$ cat config.mk
export PLATFORM = sky130hd
export DESIGN_NAME = mms_ctrl
export DESIGN_NICKNAME = d
export VERILOG_FILES = /design/src/hdl/mms_pkg.sv /design/src/hdl/mms_ctrl.sv
export SDC_FILE = /design/constraint.sdc
export NUM_CORES = 1
export LEC_CHECK = 0
export BUFFER_PORTS_ARGS = -buffer_cell sky130_fd_sc_hd__buf_2
export CAP_MARGIN = 20
export CORE_AREA = 2 2 39 41
export CTS_BUF_LIST = sky130_fd_sc_hd__clkbuf_4 sky130_fd_sc_hd__clkbuf_8 sky130_fd_sc_hd__clkbuf_16
export DETAILED_ROUTE_END_ITERATION = 6
export DIE_AREA = 0 0 41 43
export PLACE_DENSITY_LB_ADDON = 0.3
export SLEW_MARGIN = 10
export SYNTH_ARGS = -nofsm -noshare
export SYNTH_HDL_FRONTEND = slang
export SYNTH_SLANG_ARGS = --single-unit
$ cat constraint.sdc
create_clock -name i_clk -period 1.9 [get_ports i_clk]
set_clock_uncertainty 0.15 [all_clocks]
set_input_delay 0.38 -clock i_clk [delete_from_list [all_inputs] [get_ports i_clk]]
set_output_delay 0.38 -clock i_clk [all_outputs]
set_load 0.01 [all_outputs]
$ cat src/hdl/mms_pkg.sv
// ----------------------------------------------------------------------------
// mms_pkg
// shared types and constants of the memory map sanitizer
// ----------------------------------------------------------------------------
package mms_pkg;

    localparam int ADDR_W = 64;
    localparam int KIND_W = 3;
    localparam int CODE_W = 8;

    // region kinds, ordered by priority
    localparam logic [KIND_W-1:0] KIND_UNKNOWN     = 3'd0;
    localparam logic [KIND_W-1:0] KIND_FREE        = 3'd1;
    localparam logic [KIND_W-1:0] KIND_RECLAIMABLE = 3'd2;
    localparam logic [KIND_W-1:0] KIND_RESERVED    = 3'd3;
    localparam logic [KIND_W-1:0] KIND_NONVOLATILE = 3'd4;
    localparam logic [KIND_W-1:0] KIND_BAD         = 3'd5;

    // raw type codes
    localparam logic [CODE_W-1:0] CODE_FREE        = 8'd1;
    localparam logic [CODE_W-1:0] CODE_RESERVED    = 8'd2;
    localparam logic [CODE_W-1:0] CODE_RECLAIMABLE = 8'd3;
    localparam logic [CODE_W-1:0] CODE_NONVOLATILE = 8'd4;
    localparam logic [CODE_W-1:0] CODE_BAD         = 8'd5;

    typedef struct packed {
        logic [ADDR_W-1:0] base;
        logic [ADDR_W-1:0] size;
        logic [KIND_W-1:0] kind;
    } t_entry;

    typedef enum logic [3:0] {
        S_IDLE,
        S_SORT_NEXT,
        S_SORT_KEY,
        S_SORT_CHK,
        S_SORT_CMP,
        S_RES_INIT,
        S_RES_FIRST,
        S_RES_RD,
        S_RES_CALC,
        S_RES_APPLY,
        S_MRG_INIT,
        S_MRG_FIRST,
        S_MRG_RD,
        S_MRG_STEP,
        S_FLUSH
    } t_state;

    typedef enum logic [4:0] {
        OP_NONE,
        OP_LOAD,
        OP_SORT_RD_I,
        OP_SORT_KEY,
        OP_SORT_RD_J,
        OP_SORT_WR_KEY,
        OP_SORT_SHIFT,
        OP_RES_START,
        OP_CUR_LOAD,
        OP_RD_NEXT,
        OP_RES_END,
        OP_RES_CALC,
        OP_RES_APPLY,
        OP_MRG_START,
        OP_MRG_END,
        OP_MRG_STEP,
        OP_FLUSH
    } t_op;

    typedef struct packed {
        t_op op;
    } t_cmd;

    typedef struct packed {
        logic i_done;
        logic j_zero;
        logic base_gt;
        logic rp_end;
        logic cnt_zero;
    } t_status;

    function automatic logic [KIND_W-1:0] kind_from_code(input logic [CODE_W-1:0] code);
        logic [KIND_W-1:0] k;
        case (code)
            CODE_FREE:        k = KIND_FREE;
            CODE_RESERVED:    k = KIND_RESERVED;
            CODE_RECLAIMABLE: k = KIND_RECLAIMABLE;
            CODE_NONVOLATILE: k = KIND_NONVOLATILE;
            CODE_BAD:         k = KIND_BAD;
            default:          k = KIND_UNKNOWN;
        endcase
        return k;
    endfunction

endpackage

$ cat src/hdl/mms_ctrl.sv
// ----------------------------------------------------------------------------
// mms_ctrl
// sequencer for load, sort, overlap resolve, merge and flush
// ----------------------------------------------------------------------------
module mms_ctrl
    import mms_pkg::*;
(
    input  logic    i_clk,
    input  logic    i_rst_n,
    input  logic    start,
    input  logic    i_final_entry,
    input  t_status i_status,
    output t_cmd    o_cmd,
    output logic    busy
);

    t_state r_state, n_state;

    always_ff @(posedge i_clk) begin
        if (!i_rst_n) begin
            r_state <= S_IDLE;
        end else begin
            r_state <= n_state;
        end
    end

    always_comb begin
        n_state = r_state;
        case (r_state)
            S_IDLE: begin
                if (start && i_final_entry) n_state = S_SORT_NEXT;
            end
            S_SORT_NEXT: n_state = i_status.i_done ? S_RES_INIT : S_SORT_KEY;
            S_SORT_KEY:  n_state = S_SORT_CHK;
            S_SORT_CHK:  n_state = i_status.j_zero ? S_SORT_NEXT : S_SORT_CMP;
            S_SORT_CMP:  n_state = i_status.base_gt ? S_SORT_CHK : S_SORT_NEXT;
            S_RES_INIT:  n_state = i_status.cnt_zero ? S_IDLE : S_RES_FIRST;
            S_RES_FIRST: n_state = S_RES_RD;
            S_RES_RD:    n_state = i_status.rp_end ? S_MRG_INIT : S_RES_CALC;
            S_RES_CALC:  n_state = S_RES_APPLY;
            S_RES_APPLY: n_state = S_RES_RD;
            S_MRG_INIT:  n_state = S_MRG_FIRST;
            S_MRG_FIRST: n_state = S_MRG_RD;
            S_MRG_RD:    n_state = i_status.rp_end ? S_FLUSH : S_MRG_STEP;
            S_MRG_STEP:  n_state = S_MRG_RD;
            S_FLUSH:     n_state = S_IDLE;
            default:     n_state = S_IDLE;
        endcase
    end

    always_comb begin
        o_cmd.op = OP_NONE;
        busy     = 1'b1;
        case (r_state)
            S_IDLE: begin
                busy = 1'b0;
                if (start) o_cmd.op = OP_LOAD;
            end
            S_SORT_NEXT: o_cmd.op = i_status.i_done ? OP_NONE : OP_SORT_RD_I;
            S_SORT_KEY:  o_cmd.op = OP_SORT_KEY;
            S_SORT_CHK:  o_cmd.op = i_status.j_zero ? OP_SORT_WR_KEY : OP_SORT_RD_J;
            S_SORT_CMP:  o_cmd.op = i_status.base_gt ? OP_SORT_SHIFT : OP_SORT_WR_KEY;
            S_RES_INIT:  o_cmd.op = i_status.cnt_zero ? OP_FLUSH : OP_RES_START;
            S_RES_FIRST: o_cmd.op = OP_CUR_LOAD;
            S_RES_RD:    o_cmd.op = i_status.rp_end ? OP_RES_END : OP_RD_NEXT;
            S_RES_CALC:  o_cmd.op = OP_RES_CALC;
            S_RES_APPLY: o_cmd.op = OP_RES_APPLY;
            S_MRG_INIT:  o_cmd.op = OP_MRG_START;
            S_MRG_FIRST: o_cmd.op = OP_CUR_LOAD;
            S_MRG_RD:    o_cmd.op = i_status.rp_end ? OP_MRG_END : OP_RD_NEXT;
            S_MRG_STEP:  o_cmd.op = OP_MRG_STEP;
            S_FLUSH:     o_cmd.op = OP_FLUSH;
            default:     o_cmd.op = OP_NONE;
        endcase
    end

endmodule

==> flow_metrics.tcl <==
set metrics [dict create \
    clk_path_buf_depth 2 \
    synth_fp_nets 89 \
    tns_ns -0.0163 \
    avgSynthCellArea_um2 6.83 \
    tightestPinTransition_ns 0.258 \
    die_area_mm2 0.00176 \
    top_regs "r_state (4)" \
    dr.first_iter.drc_count 7 \
    top_register "r_state" \
    setup_viol_count_final 2 \
    end_kind "primary output" \
    hold-worst-slack_ns 0.230 \
    cpMaxStageDelayCell "dfxtp_4" \
    grtUsageMet3_pct 3.14 \
    synthSimpleGateAreaFrac_pct 33.6 \
    yosysWarnings 0 \
    grt_setup_unrepaired "true" \
    cts_tree "built" \
    relSlewSlack_pct 82.7 \
    ant_nets 0 \
    peakVddDrop_uv 384 \
    path_cells "nor3b_1, a21oi_2, a2bb2oi_1, o211ai_1, buf_2" \
    grt_busiest_layer "met2" \
    synth.area.mux_share_pct 1.83 \
    clock_sinks 4 \
    worstSetupStartpointType "flip-flop" \
    synth_top_family_by_area "compound AO/OA/AOI/OAI gates" \
    synth.distinct_cells 32 \
    place_congestion 0.819 \
    violations "setup timing" \
    ios 15 \
    path_max_fanout 6 \
    core_region_area_mm2 0.00138 \
    holdBufCountCts 0 \
    hp-class "in -> reg" \
    htree_levels 1 \
    grt_start_max_net_pins 22 \
    antenna_found_initial 0 \
    cp_data_arrival_time_ns 1.38 \
    hpwlAfterDp_mm 1.06 \
    async_flop_share_pct 0 \
    yosys.area_share.adder_pct 0 \
    status "complete, but fails checks" \
    slew_viol_final 0 \
    grtUsageMet1_pct 25.3 \
    synth_compound_area_share_pct 33.6 \
    path_delay_family "flip-flops" \
    p_leak_nw 0.345 \
    routed_wl_mm 1.75 \
    overflow 0 \
    p_per_area_mw_per_mm2 417 \
    track_usage_pct 19.5 \
    met2_usage_pct 32.5 \
    wl_per_cell_um 14.6 \
    numPortBuffers 14 \
    synth_edf_count 0 \
    numCtsBuffers 3 \
    vias 675 \
    fin_crit_ns 1.91 \
    clock-root-buffer "clkbuf_4" \
    clk_pin_slew_ns 0.04 \
    die_w_um 41 \
    yosysSeqAreaShare_pct 14.6 \
    die_h_um 43 \
    timing.fmax_mhz 524 \
    fin_crit_sh_pct 101 \
    post-route-util_pct 59.1 \
    grt_pass1_wl_mm 2.39 \
    syn_inst 80 \
    max_cap_violations 0 \
    synth-xor-area-share_pct 4.81 \
    start_util_pct 39.5 \
    grt_pass1_vias 568 \
    hold_viol 0 \
    syn2layout_area_growth_pct 49.7 \
    rows 14 \
    dr.pass1.iters 4 \
    cp.buffers_inverters 1 \
    synth_ff_type "dfxtp_1" \
    viasPerCell 5.63 \
    largest_register_ff_count 4 \
    path_class "reg -> out" \
    critPathMaxStageDelay_ns 0.38 \
    worstPathRequired_ns 1.37 \
    r2r_slack_ns 0.36 \
    drive_above_1_share_pct 46.2 \
    clock_latency_ns 0.23 \
    route.detailed.drc 0 \
    diodes 0 \
    final_nets 115 \
    setup_ws_ns -0.00972 \
    synth-seq-cells 4 \
    netlist_area_um2 547 \
    total_power_mw 0.341 \
]
==> synthesized netlist by cell type (3+ instances only) <==
| cell type | count | area share, % |
|---|---|---|
| nand3_1 | 5 | 4.6 |
| dfxtp_1 | 4 | 15 |
| o21ai_1 | 4 | 3.7 |
| buf_4 | 3 | 4.1 |
| inv_1 | 3 | 2.1 |
| nor2_1 | 7 | 4.8 |
| nand2_1 | 7 | 4.8 |
| a21oi_1 | 9 | 8.2 |
| a31oi_1 | 5 | 5.7 |
==> cell usage in the layout, fill, tap and decap left out, types with 2 or more instances in the layout <==
cell type	n
dfxtp_2	2
buf_4	9
nand3_1	5
o21a_1	2
clkbuf_4	3
buf_2	14
dfxtp_4	2
o211ai_1	2
and2b_1	2
a21oi_2	2
xnor2_1	2
o21ai_0	2
nor3_1	2
buf_6	2
nand2_1	7
a21oi_1	7
a31oi_1	5
o21ai_1	4
inv_2	2
nor2b_1	2
buf_12	2
inv_1	2
nor2_1	6
==> worst reg2reg max path, delay by kind of cell, from the launching register on <==
family          cells  cell delay [ns]
simple gates        1             0.24
flops               1             0.38
buf+inv             4             0.43
compound gates      2             0.27
==> through the flow <==
step / instance area [µm²] / worst slack, ns / cells
finish: 818 / -0.00972 / 120
global route: 818 / -0.0660 / 120
CTS: 719 / 0.00771 / 115
detailed placement: 667 / 0.0670 / 110
global placement: 667 / 0.124 / 110
floorplan: 547 / 0.284 / 80
==> power by group <==
group / internal (mW) / switching (mW)
registers: 0.0869 / 0.00759
clock network: 0.0706 / 0.0336
logic: 0.0713 / 0.0710
==> path summary, 6_finish.rpt <==
check                                        startpoint                 endpoint  cells after the start
worst min register to register  r_state[3]$_SDFFE_PN0P_  r_state[3]$_SDFFE_PN0P_                      4
worst max-delay path            r_state[2]$_SDFFE_PN0P_                 o_cmd[0]                      5
worst min-delay path                            i_rst_n  r_state[3]$_SDFFE_PN0P_                      2
worst max register to register  r_state[2]$_SDFFE_PN0P_  r_state[2]$_SDFFE_PN0P_                      7
==> routing by layer <==
layer | wire [µm] | part of all wire (%) | vias up
met1 | 789 | 45 | 314
met4 | 16 | 0.91 | 0
met2 | 870 | 50 | 23
met5 | 0 | 0 | -
met3 | 75 | 4.3 | 2
li1 | - | - | 336
==> what timing repair did <==
action,4_1_cts,5_1_grt
buffers inserted,2,4
hold endpoints to repair,0,0
setup endpoints to repair,2,4
gates cloned,0,1
pin swaps,0,1
gates resized for setup,6,13
==> cell families (layout without fill, tap and decap cells) <==
family,after synthesis,count (layout)
mux,1,1
buf+inv,11,35
compound gates,29,29
flops,4,4
xor+xnor,3,3
simple gates,32,32
==> cell type report <==
cell class,count,area (µm²)
Fill cell,129,566
Multi-Input combinational cell,65,445
Timing Repair Buffer,28,225
Sequential cell,4,90.1
Clock buffer,3,22.5
Tap cell,16,20.0
Inverter,4,15.0
Power figures use the tool's default switching activity.
